[config.mk]
export PLATFORM = sky130hd
export DESIGN_NAME = imu_heading_half_turn_control_core
export DESIGN_NICKNAME = d
export VERILOG_FILES = /design/src/design/ihtc_pkg.sv /design/src/design/ihtc_ctrl.sv /design/src/design/ihtc_datapath.sv /design/src/design/imu_heading_half_turn_control_core.sv
export SDC_FILE = /design/constraint.sdc
export NUM_CORES = 2
export LEC_CHECK = 0
export BUFFER_PORTS_ARGS = -buffer_cell sky130_fd_sc_hd__clkbuf_2
export CAP_MARGIN = 20
export CELL_PAD_IN_SITES_DETAIL_PLACEMENT = 0
export CELL_PAD_IN_SITES_GLOBAL_PLACEMENT = 1
export CORE_MARGIN = 3
export CORE_UTILIZATION = 45
export CTS_CLUSTER_DIAMETER = 30
export CTS_CLUSTER_SIZE = 25
export DETAILED_ROUTE_END_ITERATION = 10
export GPL_ROUTABILITY_DRIVEN = 0
export PLACE_DENSITY_LB_ADDON = 0.1
export SLEW_MARGIN = 0
export SYNTH_ARGS = -nofsm -noshare
export SYNTH_HDL_FRONTEND = slang
export SYNTH_SLANG_ARGS = --single-unit
[constraint.sdc]
create_clock -name clk -period 9.3 [get_ports clk]
set_input_delay 0.93 -clock clk [delete_from_list [all_inputs] [get_ports clk]]
set_output_delay 0.93 -clock clk [all_outputs]
set_load 0.05 [all_outputs]
[src/design/ihtc_pkg.sv]
// ----------------------------------------------------------------------------
// ihtc_pkg
// Shared types, constants and the arctangent table of the heading controller.
// ----------------------------------------------------------------------------
package ihtc_pkg;

  // Parameter defaults
  localparam int ANGLE_BITS_DEF   = 16;
  localparam int QUAT_BITS_DEF    = 16;
  localparam int CORDIC_STEPS_DEF = 16;

  // Register file
  localparam int CFG_DATA_W  = 16;
  localparam int CFG_INDEX_W = 2;
  localparam logic [CFG_INDEX_W-1:0] REG_TARGET_ANGLE    = 2'd0;
  localparam logic [CFG_INDEX_W-1:0] REG_ANGLE_TOLERANCE = 2'd1;
  localparam logic [CFG_INDEX_W-1:0] REG_SPIN_RATE       = 2'd2;

  localparam logic [15:0] TARGET_ANGLE_RST    = 16'd32768;
  localparam logic [15:0] ANGLE_TOLERANCE_RST = 16'd313;
  localparam logic [15:0] SPIN_RATE_RST       = 16'd256;

  // CORDIC datapath: vector components and 32-bit binary angle (2^31 = pi)
  localparam int CORDIC_W   = 36;
  localparam int STEP_IDX_W = 5;
  localparam logic [31:0] ANG_PLUS_HALF_PI  = 32'h4000_0000;
  localparam logic [31:0] ANG_MINUS_HALF_PI = 32'hC000_0000;

  // Product operand pairs
  typedef enum logic [1:0] {
    MUL_WZ = 2'd0,
    MUL_XY = 2'd1,
    MUL_YY = 2'd2,
    MUL_ZZ = 2'd3
  } mul_sel_t;

  // Accumulator operations on the registered product
  typedef enum logic [2:0] {
    ACC_NONE  = 3'd0,
    ACC_Y_SET = 3'd1,
    ACC_Y_ADD = 3'd2,
    ACC_X_SET = 3'd3,
    ACC_X_ADD = 3'd4
  } acc_op_t;

  // Controller to datapath
  typedef struct packed {
    logic                  load;
    mul_sel_t              mul_sel;
    acc_op_t               acc_op;
    logic                  prep;
    logic                  iter;
    logic [STEP_IDX_W-1:0] step_idx;
    logic                  save;
    logic                  result;
  } ihtc_cmd_t;

  // Datapath to controller
  typedef struct packed {
    logic ref_valid;
  } ihtc_status_t;

  // atan(2^-i) in 32-bit binary angle units
  function automatic logic [31:0] atan_lut(input logic [STEP_IDX_W-1:0] idx);
    logic [31:0] v;
    case (idx)
      5'd0:    v = 32'h20000000;
      5'd1:    v = 32'h12E4051E;
      5'd2:    v = 32'h09FB385B;
      5'd3:    v = 32'h051111D4;
      5'd4:    v = 32'h028B0D43;
      5'd5:    v = 32'h0145D7E1;
      5'd6:    v = 32'h00A2F61E;
      5'd7:    v = 32'h00517C55;
      5'd8:    v = 32'h0028BE53;
      5'd9:    v = 32'h00145F2F;
      5'd10:   v = 32'h000A2F98;
      5'd11:   v = 32'h000517CC;
      5'd12:   v = 32'h00028BE6;
      5'd13:   v = 32'h000145F3;
      5'd14:   v = 32'h0000A2FA;
      5'd15:   v = 32'h0000517D;
      5'd16:   v = 32'h000028BE;
      5'd17:   v = 32'h0000145F;
      5'd18:   v = 32'h00000A30;
      5'd19:   v = 32'h00000518;
      5'd20:   v = 32'h0000028C;
      5'd21:   v = 32'h00000146;
      5'd22:   v = 32'h000000A3;
      5'd23:   v = 32'h00000051;
      5'd24:   v = 32'h00000029;
      5'd25:   v = 32'h00000014;
      5'd26:   v = 32'h0000000A;
      5'd27:   v = 32'h00000005;
      5'd28:   v = 32'h00000003;
      5'd29:   v = 32'h00000001;
      5'd30:   v = 32'h00000001;
      default: v = 32'h00000000;
    endcase
    return v;
  endfunction

endpackage

[src/design/ihtc_ctrl.sv]
// ----------------------------------------------------------------------------
// ihtc_ctrl
// Sequencer: multiply/accumulate, CORDIC iterations, heading store and
// control-tick result, plus the input and output handshakes.
// ----------------------------------------------------------------------------
module ihtc_ctrl
  import ihtc_pkg::*;
#(
  parameter int CORDIC_STEPS = CORDIC_STEPS_DEF
) (
  input  logic         clk,
  input  logic         rst,
  input  logic         in_valid,
  output logic         in_stall,
  input  logic         kind,
  output logic         out_valid,
  input  logic         out_stall,
  output ihtc_cmd_t    cmd,
  input  ihtc_status_t status
);

  localparam int STEP_W = $clog2(CORDIC_STEPS);
  localparam logic [STEP_W-1:0] STEP_LAST = STEP_W'(CORDIC_STEPS - 1);
  localparam logic [2:0] MUL_LAST = 3'd4;

  typedef enum logic [5:0] {
    ST_IDLE = 6'b000001,
    ST_MUL  = 6'b000010,
    ST_PREP = 6'b000100,
    ST_ITER = 6'b001000,
    ST_SAVE = 6'b010000,
    ST_TICK = 6'b100000
  } state_t;

  state_t            state, state_next;
  logic [2:0]        mul_cnt, mul_cnt_next;
  logic [STEP_W-1:0] step_cnt, step_cnt_next;
  logic              out_valid_next;
  logic              in_accept;
  logic              slot_free;
  logic              step_last;

  assign in_stall  = (state != ST_IDLE);
  assign in_accept = in_valid && !in_stall;
  assign slot_free = !out_valid || !out_stall;
  assign step_last = (step_cnt == STEP_LAST);

  // Next state and commands
  always_comb begin
    state_next    = state;
    mul_cnt_next  = mul_cnt;
    step_cnt_next = step_cnt;
    cmd           = '0;
    cmd.mul_sel   = MUL_WZ;
    cmd.acc_op    = ACC_NONE;
    cmd.step_idx  = STEP_IDX_W'(step_cnt);
    case (state)
      ST_IDLE: begin
        if (in_accept) begin
          cmd.load     = 1'b1;
          mul_cnt_next = '0;
          state_next   = kind ? ST_TICK : ST_MUL;
        end
      end
      ST_MUL: begin
        // product issued in the cycle before it is accumulated
        case (mul_cnt)
          3'd0:    cmd.mul_sel = MUL_WZ;
          3'd1:    cmd.mul_sel = MUL_XY;
          3'd2:    cmd.mul_sel = MUL_YY;
          3'd3:    cmd.mul_sel = MUL_ZZ;
          default: cmd.mul_sel = MUL_WZ;
        endcase
        case (mul_cnt)
          3'd1:    cmd.acc_op = ACC_Y_SET;
          3'd2:    cmd.acc_op = ACC_Y_ADD;
          3'd3:    cmd.acc_op = ACC_X_SET;
          3'd4:    cmd.acc_op = ACC_X_ADD;
          default: cmd.acc_op = ACC_NONE;
        endcase
        mul_cnt_next = mul_cnt + 3'd1;
        if (mul_cnt == MUL_LAST) begin
          state_next = ST_PREP;
        end
      end
      ST_PREP: begin
        cmd.prep      = 1'b1;
        step_cnt_next = '0;
        state_next    = ST_ITER;
      end
      ST_ITER: begin
        cmd.iter      = 1'b1;
        step_cnt_next = step_cnt + 1'b1;
        if (step_last) begin
          state_next = ST_SAVE;
        end
      end
      ST_SAVE: begin
        cmd.save   = 1'b1;
        state_next = ST_IDLE;
      end
      ST_TICK: begin
        // no result before the first sample; otherwise wait for the slot
        if (!status.ref_valid) begin
          state_next = ST_IDLE;
        end else if (slot_free) begin
          cmd.result = 1'b1;
          state_next = ST_IDLE;
        end
      end
      default: begin
        state_next = ST_IDLE;
      end
    endcase
  end

  // Output register valid: held while stalled, loaded by a result
  assign out_valid_next = (out_valid && out_stall) || cmd.result;

  always_ff @(posedge clk) begin
    if (rst) begin
      state     <= ST_IDLE;
      mul_cnt   <= '0;
      step_cnt  <= '0;
      out_valid <= 1'b0;
    end else begin
      state     <= state_next;
      mul_cnt   <= mul_cnt_next;
      step_cnt  <= step_cnt_next;
      out_valid <= out_valid_next;
    end
  end

  // Assertions
  a_sample_starts_mul: assert property (@(posedge clk) disable iff (rst)
    (state == ST_IDLE && in_valid && !kind) |=> (state == ST_MUL))
    else $error("orientation sample did not start the multiply phase");

  a_iter_ends_in_save: assert property (@(posedge clk) disable iff (rst)
    (state == ST_ITER && step_last) |=> (state == ST_SAVE))
    else $error("last CORDIC step not followed by heading store");

  a_no_result_overwrite: assert property (@(posedge clk) disable iff (rst)
    cmd.result |-> (!out_valid || !out_stall))
    else $error("result written over an untaken transfer");

endmodule

[src/design/ihtc_datapath.sv]
// ----------------------------------------------------------------------------
// ihtc_datapath
// Quaternion products, CORDIC vectoring to yaw, heading state, turn
// comparison, configuration registers and the result register.
// ----------------------------------------------------------------------------
module ihtc_datapath
  import ihtc_pkg::*;
#(
  parameter int ANGLE_BITS = ANGLE_BITS_DEF,
  parameter int QUAT_BITS  = QUAT_BITS_DEF
) (
  input  logic                          clk,
  input  logic                          rst,
  input  ihtc_cmd_t                     cmd,
  output ihtc_status_t                  status,
  input  logic                          cfg_wr_en,
  input  logic [CFG_INDEX_W-1:0]        cfg_index,
  input  logic [CFG_DATA_W-1:0]         cfg_data,
  input  logic signed [QUAT_BITS-1:0]   quat_x,
  input  logic signed [QUAT_BITS-1:0]   quat_y,
  input  logic signed [QUAT_BITS-1:0]   quat_z,
  input  logic signed [QUAT_BITS-1:0]   quat_w,
  output logic signed [15:0]            angular_command,
  output logic [15:0]                   turned_angle,
  output logic                          turn_done
);

  localparam int PAD_W = 48 - QUAT_BITS;
  localparam int CMP_W = ((ANGLE_BITS > 16) ? ANGLE_BITS : 16) + 2;
  localparam logic [32:0] ROUND_HALF = (33'd1 << (32 - ANGLE_BITS)) >> 1;
  localparam logic [ANGLE_BITS-1:0] HALF_TURN = {1'b1, {(ANGLE_BITS-1){1'b0}}};
  localparam logic signed [CORDIC_W-1:0] X_BIAS = CORDIC_W'(64'sd1 <<< 30);

  // Top 16 bits of a component: floor for wide inputs, zero fill for narrow
  function automatic logic signed [15:0] to_q15(input logic [QUAT_BITS-1:0] raw);
    logic [47:0] ext;
    ext = {raw, {PAD_W{1'b0}}};
    return $signed(ext[47:32]);
  endfunction

  // Configuration registers
  logic [15:0]        target_angle;
  logic [15:0]        angle_tolerance;
  logic signed [15:0] spin_rate;

  // Heading state
  logic [ANGLE_BITS-1:0] heading_now;
  logic [ANGLE_BITS-1:0] heading_reference;
  logic                  reference_valid;
  logic                  finished;

  // Working registers
  logic signed [15:0]         qx, qy, qz, qw;
  logic signed [31:0]         prod;
  logic signed [32:0]         acc_y, acc_x;
  logic signed [CORDIC_W-1:0] cx, cy;
  logic [31:0]                ang;
  logic                       zero_vec;

  // Combinational terms
  logic signed [15:0]         mul_a, mul_b;
  logic signed [CORDIC_W-1:0] x0, y0;
  logic signed [CORDIC_W-1:0] dx, dy;
  logic [31:0]                atan_step;
  logic [32:0]                ang_rnd;
  logic [ANGLE_BITS-1:0]      heading_new;
  logic [ANGLE_BITS-1:0]      diff, diff_neg, turned;
  logic signed [16:0]         threshold;
  logic signed [CMP_W-1:0]    turned_s, threshold_s;
  logic                       below;

  assign status.ref_valid = reference_valid;

  // Multiplier operands
  always_comb begin
    case (cmd.mul_sel)
      MUL_WZ:  begin mul_a = qw; mul_b = qz; end
      MUL_XY:  begin mul_a = qx; mul_b = qy; end
      MUL_YY:  begin mul_a = qy; mul_b = qy; end
      MUL_ZZ:  begin mul_a = qz; mul_b = qz; end
      default: begin mul_a = qw; mul_b = qz; end
    endcase
  end

  // Start vector: x = 2^30 - 2(yy+zz), y = 2(wz+xy)
  assign x0 = X_BIAS - (CORDIC_W'(acc_x) <<< 1);
  assign y0 = CORDIC_W'(acc_y) <<< 1;

  // One vectoring step
  assign dx        = cy >>> cmd.step_idx;
  assign dy        = cx >>> cmd.step_idx;
  assign atan_step = atan_lut(cmd.step_idx);

  // Round half up to the output angle width; the carry out wraps
  assign ang_rnd     = {1'b0, ang} + ROUND_HALF;
  assign heading_new = zero_vec ? '0 : ang_rnd[31 -: ANGLE_BITS];

  // Wrapped absolute heading change and the stop threshold
  assign diff        = heading_now - heading_reference;
  assign diff_neg    = '0 - diff;
  assign turned      = (diff <= HALF_TURN) ? diff : diff_neg;
  assign threshold   = $signed({1'b0, target_angle}) - $signed({1'b0, angle_tolerance});
  assign turned_s    = $signed(CMP_W'(turned));
  assign threshold_s = CMP_W'(threshold);
  assign below       = (turned_s < threshold_s);

  // Control state and configuration
  always_ff @(posedge clk) begin
    if (rst) begin
      target_angle      <= TARGET_ANGLE_RST;
      angle_tolerance   <= ANGLE_TOLERANCE_RST;
      spin_rate         <= SPIN_RATE_RST;
      heading_now       <= '0;
      heading_reference <= '0;
      reference_valid   <= 1'b0;
      finished          <= 1'b0;
    end else begin
      if (cfg_wr_en) begin
        case (cfg_index)
          REG_TARGET_ANGLE:    target_angle    <= cfg_data;
          REG_ANGLE_TOLERANCE: angle_tolerance <= cfg_data;
          REG_SPIN_RATE:       spin_rate       <= $signed(cfg_data);
          default: ;
        endcase
      end
      if (cmd.save) begin
        heading_now <= heading_new;
        if (!reference_valid) begin
          heading_reference <= heading_new;
          reference_valid   <= 1'b1;
        end
      end
      if (cmd.result && !below) begin
        finished <= 1'b1;
      end
    end
  end

  // Payload registers
  always_ff @(posedge clk) begin
    if (cmd.load) begin
      qx <= to_q15(quat_x);
      qy <= to_q15(quat_y);
      qz <= to_q15(quat_z);
      qw <= to_q15(quat_w);
    end

    prod <= mul_a * mul_b;

    case (cmd.acc_op)
      ACC_Y_SET: acc_y <= 33'(prod);
      ACC_Y_ADD: acc_y <= acc_y + 33'(prod);
      ACC_X_SET: acc_x <= 33'(prod);
      ACC_X_ADD: acc_x <= acc_x + 33'(prod);
      default: ;
    endcase

    // Pre-rotation by a quarter turn when the vector points backwards
    if (cmd.prep) begin
      zero_vec <= (x0 == '0) && (y0 == '0);
      if (x0 < 0) begin
        if (y0 >= 0) begin
          cx  <= y0;
          cy  <= -x0;
          ang <= ANG_PLUS_HALF_PI;
        end else begin
          cx  <= -y0;
          cy  <= x0;
          ang <= ANG_MINUS_HALF_PI;
        end
      end else begin
        cx  <= x0;
        cy  <= y0;
        ang <= '0;
      end
    end else if (cmd.iter) begin
      if (cy >= 0) begin
        cx  <= cx + dx;
        cy  <= cy - dy;
        ang <= ang + atan_step;
      end else begin
        cx  <= cx - dx;
        cy  <= cy + dy;
        ang <= ang - atan_step;
      end
    end

    // Result register
    if (cmd.result) begin
      angular_command <= (!finished && below) ? spin_rate : '0;
      turned_angle    <= 16'(turned);
      turn_done       <= finished || !below;
    end
  end

  // Assertions
  a_done_sticky: assert property (@(posedge clk) disable iff (rst)
    finished |=> finished)
    else $error("turn done flag cleared without reset");

  a_ref_sticky: assert property (@(posedge clk) disable iff (rst)
    reference_valid |=> (reference_valid && $stable(heading_reference)))
    else $error("reference heading changed after it was latched");

  a_done_means_zero_cmd: assert property (@(posedge clk) disable iff (rst)
    cmd.result |=> (!turn_done || angular_command == '0))
    else $error("non-zero rate commanded after the turn finished");

endmodule

[src/design/imu_heading_half_turn_control_core.sv]
// ----------------------------------------------------------------------------
// imu_heading_half_turn_control_core - yaw from quaternion, half-turn control
// Orientation sample: the input stalls while the shared multiplier forms
// the products and the serial CORDIC vectors them, until the heading is stored.
// Control tick: input stalls until its result, if any, is registered in a free slot.
// Synchronous reset clears heading state and loads register defaults.
// ----------------------------------------------------------------------------
module imu_heading_half_turn_control_core
  import ihtc_pkg::*;
#(
  parameter int ANGLE_BITS   = ANGLE_BITS_DEF,
  parameter int QUAT_BITS    = QUAT_BITS_DEF,
  parameter int CORDIC_STEPS = CORDIC_STEPS_DEF
) (
  input  logic                        clk,
  input  logic                        rst,
  // configuration write port
  input  logic                        cfg_wr_en,
  input  logic [CFG_INDEX_W-1:0]      cfg_index,
  input  logic [CFG_DATA_W-1:0]       cfg_data,
  // input channel
  input  logic                        in_valid,
  output logic                        in_stall,
  input  logic                        kind,
  input  logic signed [QUAT_BITS-1:0] quat_x,
  input  logic signed [QUAT_BITS-1:0] quat_y,
  input  logic signed [QUAT_BITS-1:0] quat_z,
  input  logic signed [QUAT_BITS-1:0] quat_w,
  // result channel
  output logic                        out_valid,
  input  logic                        out_stall,
  output logic signed [15:0]          angular_command,
  output logic [15:0]                 turned_angle,
  output logic                        turn_done
);

  ihtc_cmd_t    cmd;
  ihtc_status_t status;

  // Sequencer
  ihtc_ctrl #(
    .CORDIC_STEPS (CORDIC_STEPS)
  ) u_ctrl (
    .clk       (clk),
    .rst       (rst),
    .in_valid  (in_valid),
    .in_stall  (in_stall),
    .kind      (kind),
    .out_valid (out_valid),
    .out_stall (out_stall),
    .cmd       (cmd),
    .status    (status)
  );

  // Arithmetic and state
  ihtc_datapath #(
    .ANGLE_BITS (ANGLE_BITS),
    .QUAT_BITS  (QUAT_BITS)
  ) u_datapath (
    .clk             (clk),
    .rst             (rst),
    .cmd             (cmd),
    .status          (status),
    .cfg_wr_en       (cfg_wr_en),
    .cfg_index       (cfg_index),
    .cfg_data        (cfg_data),
    .quat_x          (quat_x),
    .quat_y          (quat_y),
    .quat_z          (quat_z),
    .quat_w          (quat_w),
    .angular_command (angular_command),
    .turned_angle    (turned_angle),
    .turn_done       (turn_done)
  );

endmodule

* Yosys cells after proc, flatten, opt, wreduce, memory -nomap -nowiden
Memory sizes are Yosys's and may differ from the RTL's. A register that Yosys moved wholly into a read port is not among the register bits. Cells that the tools add are included.
Storage, ports and cells: bits in registers 396, RAM bits 0, bits in latches 0, bits in read-only memories 960, memories kept 1, logic and storage cells 151
Memory list:
- (name not given) | depth 32, width 30, rd ports 1, clocked after memory_dff 1, write ports 0, RTL line ihtc_pkg.sv:66 | case (idx)
Operators by class: multipliers 1, $add $sub $neg 17, $lt $le $gt $ge 5, reductions and logical operators 30, equality and inequality tests 25, mux-type cells 44, shift operators 2, divide/modulo/power cells 0, bitwise logic cells 1
Operators by type and width (number):
- two-way mux 36 bit | 10
- two-way mux 32 bit | 5
- case mux 33 bit (2 select lines) | 2
- adder 36 bit | 2
- zero test 36 bit | 2
- >>> shifter 36 x 4 -> 36 bit | 2
- subtractor 36 bit | 2
- adder 33 x 32 -> 33 bit | 2
- case mux 16 bit (4 select lines) | 1
- greater-or-equal comparator 36 x 1 -> 1 bit (second input constant) | 1
- less-than comparator 36 x 1 -> 1 bit (second input constant) | 1
- two-way mux 6 bit | 6
- negator 34 -> 36 bit | 1
- negator 36 bit | 1
- subtractor 32 x 34 -> 35 bit (first input constant) | 1
- greater-or-equal comparator 34 x 1 -> 1 bit (second input constant) | 1
- adder 32 x 16 -> 32 bit (second input constant) | 1
- adder 32 bit | 1
- multiplier 16 x 16 -> 32 bit | 1
- two-way mux 16 bit | 2
- case mux 16 bit (2 select lines) | 1
- subtractor 32 bit | 1
- case mux 6 bit (5 select lines) | 1
- less-than comparator 17 bit | 1
- other kinds (37) | 76

* Logic depth before layout (Yosys ltp)
word-level depth 7, depth in mapped cells 35, mapped depth without buffers 33

* Cells and area by module
A second synthesis with hierarchy kept.
Second synthesis, totals: cells, all modules 5186, area, all modules 45067.0 um^2
Modules (own cells, without submodules):
- ihtc_datapath | sequential area each 10329.9 um^2, area an instance 44256.2 um^2, times used 1, cells an instance 5090
- ihtc_ctrl | sequential area each 280.3 um^2, area an instance 810.8 um^2, times used 1, cells an instance 96

* Least setup slack after synthesis
Ideal clock, no wire load.
path kind reg2reg, from register u_ctrl.state[0], to register u_datapath.prod[31], stages on the path, launching flop included 32, data arrival time 8.616 ns, period minus slack after synthesis 8.688 ns, setup slack 0.612 ns, required time 9.228 ns, path buffers 4, setup time 0.072 ns, cell sequence dfxtp_1 > nor4_1 > and3b_1 > clkbuf_1 > nand3_1 > ha_1 > clkbuf_1 > clkbuf_1 > buf_1 > mux2i_1 > nor2_1 > fa_1 > inv_1 > fa_1 > inv_1 > fa_1 > fa_1 > fa_1 > inv_1 > fa_1 > inv_1 > ha_1 > a21oi_1 > o21ai_0 > a21o_1 > a21oi_1 > o21bai_1 > a21o_1 > a221o_1 > a211o_1 > a21oi_1 > xnor2_1
On the way: longest elaborated chain between the ends 6, elaborated cells between the ends (all ways) 11, classes of those cells 1 x mul; 4 x eq/ne; 3 x mux; 3 x reduce/logical
Ends and longest elaborated chain:
- from (decl) | RTL line ihtc_ctrl.sv:35 | state_t state, state_next;
- from (signal assigned) | RTL line ihtc_ctrl.sv:127 | state <= state_next;
- == test 6 x 2 -> 1 bit (*) | RTL line ihtc_ctrl.sv:57 | case (state)
- two-way mux 5 bit (*) | RTL line ihtc_ctrl.sv:57
- == test 2 bit, or another cell as far along | RTL line ihtc_datapath.sv:76 | case (cmd.mul_sel)
- OR reduction 2 bit (no line)
- case mux 16 bit (2 select lines) | RTL line ihtc_datapath.sv:76
- multiplier 16 x 16 -> 32 bit (*) | RTL line ihtc_datapath.sv:148 | prod <= mul_a * mul_b;
- to (signal assigned) | RTL line ihtc_datapath.sv:148
- to (decl) | RTL line ihtc_datapath.sv:54 | logic signed [31:0] prod;
Every way passes the cells marked *; elsewhere a longest branch is shown, timed or not. A chain may end at the register's enable or synchronous reset.

* Worst setup path after layout
Same ends and word-level chain as after synthesis.

==> impl_summary.md <==
Run status
The flow ran to the end, and the final reports show no timing, DRC or antenna violations.

Timing
The post-layout minimum cycle time is 8.709 ns. On the final layout, the worst clock skew is 0.04610 ns. Of the available clock period, the critical path in the final layout requires 93.65%. For the pin with the worst max-slew slack, the measured transition is 1.094 ns. The number of hold violations in the final report is 0. The peak clock frequency supported by timing is 114.8 MHz. The number of setup violations in the final report is 0. Adding up every negative setup slack in the final design gives 0 ns. The max-slew headroom at the worst pin is 26.61%. The final count of pins violating max slew is 0. Setup repair after global routing left no endpoint under its margin.

Clock network
The clock tree from TritonCTS is done. The cell chosen for the clock root is sky130_fd_sc_hd__clkbuf_16. Clock-pin slew was measured on the worst setup and hold paths at 0.05 ns. The clock drives 426 sinks.

Counting along the longest clock path gives a buffer depth of 3. Counting the buffers created by CTS gives 118. The H-tree was split into 3 levels. At the later pin of the worst-skew pair, clock insertion delay measures 0.70 ns. The post-CTS setup buffer count is 0. Once the clock tree was built, the resizer swapped 0 gates to a different size. The cts-stage hold buffer count is 0.

Global routing
The overall global routing resource usage is 25.14%. The first-pass GRT wire length is 204100 um. The number of global-route vias before repair came to 35.19k. The number of antenna violations at the first check in global routing is 1. The pin count of the biggest net entering global routing is 99.

For this run the aggregate overflow at the end of global routing stands at 0.

Floorplanning
The standard cell core area is 96990 um2. The number of rows in the core area is 114. During I/O placement, the number of pins put on the boundary was 123.

The die extent in y is 319.2 um. For this configuration, the core starts out at a cell density of 45.51%. The die is 319.2 um wide. The area of the die is 101900 um2.

Critical path
Data on the critical path is required at its endpoint by 9.84 ns. The largest driver fanout on the critical path is 14. The category of the worst setup path launch point is a flop. The worst setup path is captured at a flop.

The type of the worst setup path is flop to flop. In this run the critical register-to-register path is captured at u_datapath.prod[31]$_DFF_P_. The reg-to-reg critical path startpoint is u_ctrl.state[0]$_SDFFE_PP1P_. Counting cells, the worst reg-to-reg path comes to 27.

The minimum setup slack among reg-to-reg paths is 0.59 ns. At the worst endpoint, the arrival time is 9.25 ns.

Yosys
After synthesis, the netlist uses 103 different library cells. The main flop type after synthesis is sky130_fd_sc_hd__edfxtp_1. The number of warning messages in the yosys log is 0. The count of flip-flops with a built-in enable after synthesis is 268. Of all flip-flops after synthesis, the portion carrying an async set or reset was 0%. By area the synthesized netlist is led by sky130_fd_sc_hd__edfxtp_1 (18%), sky130_fd_sc_hd__fa_1 (12%), sky130_fd_sc_hd__ha_1 (9.0%), sky130_fd_sc_hd__dfxtp_1 (7.2%), sky130_fd_sc_hd__nand2_1 (5.5%).

The number of nets handed over by synthesis was 5632. The post-synthesis instance area is 44140 um2. In this run the biggest area consumer among cell types represents 18.23% of the synthesized area. Synthesis inferred 426 register bits. Each instance of the synthesized netlist takes up on average 8.900 um2. For this run, the register share of the synthesized area comes to 25.40%. Synthesis handed over a netlist of 4959 instances. The biggest area contributor in the post-synthesis netlist is sky130_fd_sc_hd__edfxtp_1.

Detailed routing
The detail route stage leaves a number of antenna-violating nets equal to 0. The detailed-route vias per instance is 5.634. For this run, the detailed router's first-pass iteration total came to 7. The DRC violations left is 0. Summed over all layers, the routed wires come to 129300 um. The number of design-rule violations left by the first detailed-router iteration is 2540. In the final routed layout, each cell accounts on average for 20.01 um. The number of vias after detailed routing is 36.41k.

Finish
In the final design database the tool counted 5753 nets. The layout overhead on the synthesized area is 14.15%. The most frequent standard cell in the layout excluding fill and tap cells is sky130_fd_sc_hd__nand2_1. The post-route netlist has 11.63% of its cells at a drive strength greater than 1. For this run, the number of standard cells in the final layout without fillers is 6462. After filler insertion, the fill cell instance count of the layout stands at 9307. The library cells used most frequently in the layout, excluding fill and tap cells, are sky130_fd_sc_hd__nand2_1 (645), sky130_fd_sc_hd__inv_1 (449), sky130_fd_sc_hd__nor2_1 (436), sky130_fd_sc_hd__a21oi_1 (319), sky130_fd_sc_hd__ha_1 (313).

Worst hold path
The instance count along the most critical hold path is 1. The path class of the tightest hold or removal check is input pin to flop. The endpoint of the worst hold path is u_datapath.qy[1]$_DFFE_PP_. The worst hold path startpoint is quat_y[1].

Placed design
The final HPWL from detailed placement is 101200 um. After detailed placement, the design holds a cell count of 6234. The count of buffers added on input and output ports is 122.

Flow run
The max-cap violation count is 0.
-- worst max-delay path, cell delays in order, from the launching register on --
cell	delay [ns]
sky130_fd_sc_hd__dfxtp_1	0.34
sky130_fd_sc_hd__nor4_2	0.40
sky130_fd_sc_hd__and3b_1	0.35
sky130_fd_sc_hd__nand3_1	0.27
sky130_fd_sc_hd__ha_1	0.29
sky130_fd_sc_hd__clkinv_1	0.32
sky130_fd_sc_hd__buf_4	0.32
sky130_fd_sc_hd__mux2i_1	0.53
sky130_fd_sc_hd__buf_4	0.25
sky130_fd_sc_hd__nor2_1	0.07
sky130_fd_sc_hd__fa_1	0.51
sky130_fd_sc_hd__inv_1	0.06
sky130_fd_sc_hd__fa_1	0.50
sky130_fd_sc_hd__fa_1	0.51
sky130_fd_sc_hd__inv_1	0.05
sky130_fd_sc_hd__fa_1	0.48
sky130_fd_sc_hd__fa_1	0.55
sky130_fd_sc_hd__inv_1	0.06
sky130_fd_sc_hd__fa_1	0.52
sky130_fd_sc_hd__inv_1	0.04
sky130_fd_sc_hd__ha_1	0.34
sky130_fd_sc_hd__a211o_1	0.31
sky130_fd_sc_hd__a211oi_1	0.33
sky130_fd_sc_hd__o31ai_1	0.24
sky130_fd_sc_hd__a221o_1	0.39
sky130_fd_sc_hd__a211o_1	0.27
sky130_fd_sc_hd__a21oi_1	0.17
sky130_fd_sc_hd__xnor2_1	0.07
-- Yosys cell counts, types with 17 or more instances --
master,count
sky130_fd_sc_hd__nand4_1,20
sky130_fd_sc_hd__o211ai_1,55
sky130_fd_sc_hd__dfxtp_1,158
sky130_fd_sc_hd__mux4_2,47
sky130_fd_sc_hd__a22oi_1,17
sky130_fd_sc_hd__or2_2,18
sky130_fd_sc_hd__ha_1,316
sky130_fd_sc_hd__clkbuf_1,138
sky130_fd_sc_hd__a31oi_1,38
sky130_fd_sc_hd__mux4_1,25
sky130_fd_sc_hd__a21o_1,100
sky130_fd_sc_hd__nor3_1,72
sky130_fd_sc_hd__nand3_1,72
sky130_fd_sc_hd__a211o_1,18
sky130_fd_sc_hd__o21a_1,42
sky130_fd_sc_hd__nor2b_1,27
sky130_fd_sc_hd__nand2_1,645
sky130_fd_sc_hd__o21ai_0,298
sky130_fd_sc_hd__nor4_1,22
sky130_fd_sc_hd__o31ai_1,41
sky130_fd_sc_hd__edfxtp_1,268
sky130_fd_sc_hd__a211oi_1,32
sky130_fd_sc_hd__o21bai_1,30
sky130_fd_sc_hd__and3_1,29
sky130_fd_sc_hd__or3_1,50
sky130_fd_sc_hd__mux2i_1,70
sky130_fd_sc_hd__and2_1,39
sky130_fd_sc_hd__nor2_1,436
sky130_fd_sc_hd__a21oi_1,321
sky130_fd_sc_hd__inv_1,452
sky130_fd_sc_hd__xnor2_1,221
sky130_fd_sc_hd__mux2_2,71
sky130_fd_sc_hd__or4_1,18
sky130_fd_sc_hd__fa_1,269
sky130_fd_sc_hd__xor2_1,167
sky130_fd_sc_hd__nand2b_1,58
-- how the worst max path moves through the flow --
stage / from / endpoint / slack, ns / cells past startpoint
final: u_ctrl.state[0]$_SDFFE_PP1P_ / u_datapath.prod[31]$_DFF_P_ / 0.59 / 27
after global routing: u_ctrl.state[0]$_SDFFE_PP1P_ / u_datapath.prod[30]$_DFF_P_ / 0.12 / 28
after floorplan: u_ctrl.state[0]$_SDFFE_PP1P_ / u_datapath.prod[31]$_DFF_P_ / 0.61 / 31
after CTS: u_ctrl.state[0]$_SDFFE_PP1P_ / u_datapath.prod[30]$_DFF_P_ / 0.26 / 29
after global placement: u_ctrl.state[0]$_SDFFE_PP1P_ / u_datapath.prod[30]$_DFF_P_ / 0.49 / 29
after detailed placement: u_ctrl.state[0]$_SDFFE_PP1P_ / u_datapath.prod[30]$_DFF_P_ / 0.28 / 29
-- metal layers --
metal  GRT usage [%]  share of wire (%)  vias up
met5               0                  0        -
met1           36.72                 48    17760
met4           5.987                1.9        0
met3           3.071                4.8      152
met2           39.79                 46      850
li1                -                  -    17650
-- cells by family after synthesis --
| family | synth area share [%] |
|---|---|
| and+or+nand+nor | 16.29 |
| AOI/OAI and AO/OA | 15.94 |
| buffers and inverters | 5.993 |
| adders and majority gates | 21.16 |
| DFF | 25.40 |
| xor gates and xnor gates | 7.750 |
| muxes | 7.473 |
-- per-stage QoR --
stage	worst slack, ns	util [%]	area (um2)	hold slack, ns
CTS	0.2563	51.91	50350	0.3703
global route	0.1165	51.94	50380	0.3822
floorplan	0.6122	-	44140	0.4317
detailed placement	0.2816	47.38	45960	0.4448
finish	0.5908	51.95	50380	0.4154
global placement	0.4896	47.38	45960	0.4377
-- final cells by class --
class,instances,area [um2],area share (%)
antenna,2,5.005,0.009933
clock buffer,136,3095,6.144
clock inverter,88,1294,2.568
inverter,460,1732,3.437
multi-input combinational,3888,30350,60.24
sequential,426,11220,22.27
tap,1276,1597,3.169
timing repair buffer,186,1091,2.165
-- sequential cells by signal, summed over array words and instances, names as in the netlist, 4 cells and up --
signal                        count
u_datapath.prod                  32
u_datapath.angular_command       16
u_datapath.angle_tolerance       16
u_datapath.qw                    16
u_datapath.qx                    16
u_datapath.ang                   32
u_datapath.qy                    16
u_datapath.spin_rate             16
u_datapath.cx                    36
u_datapath.acc_y                 33
u_datapath.heading_reference     16
u_datapath.target_angle          16
u_datapath.turned_angle          16
u_datapath.cy                    36
u_datapath.qz                    16
u_ctrl.state                      6
u_datapath.atan_step             30
u_datapath.acc_x                 33
u_datapath.heading_now           16
u_ctrl.step_cnt                   4
Power is left out: the tool's default activity adds up to more than one toggle a clock period on the data nets, which glitch-free logic cannot reach.
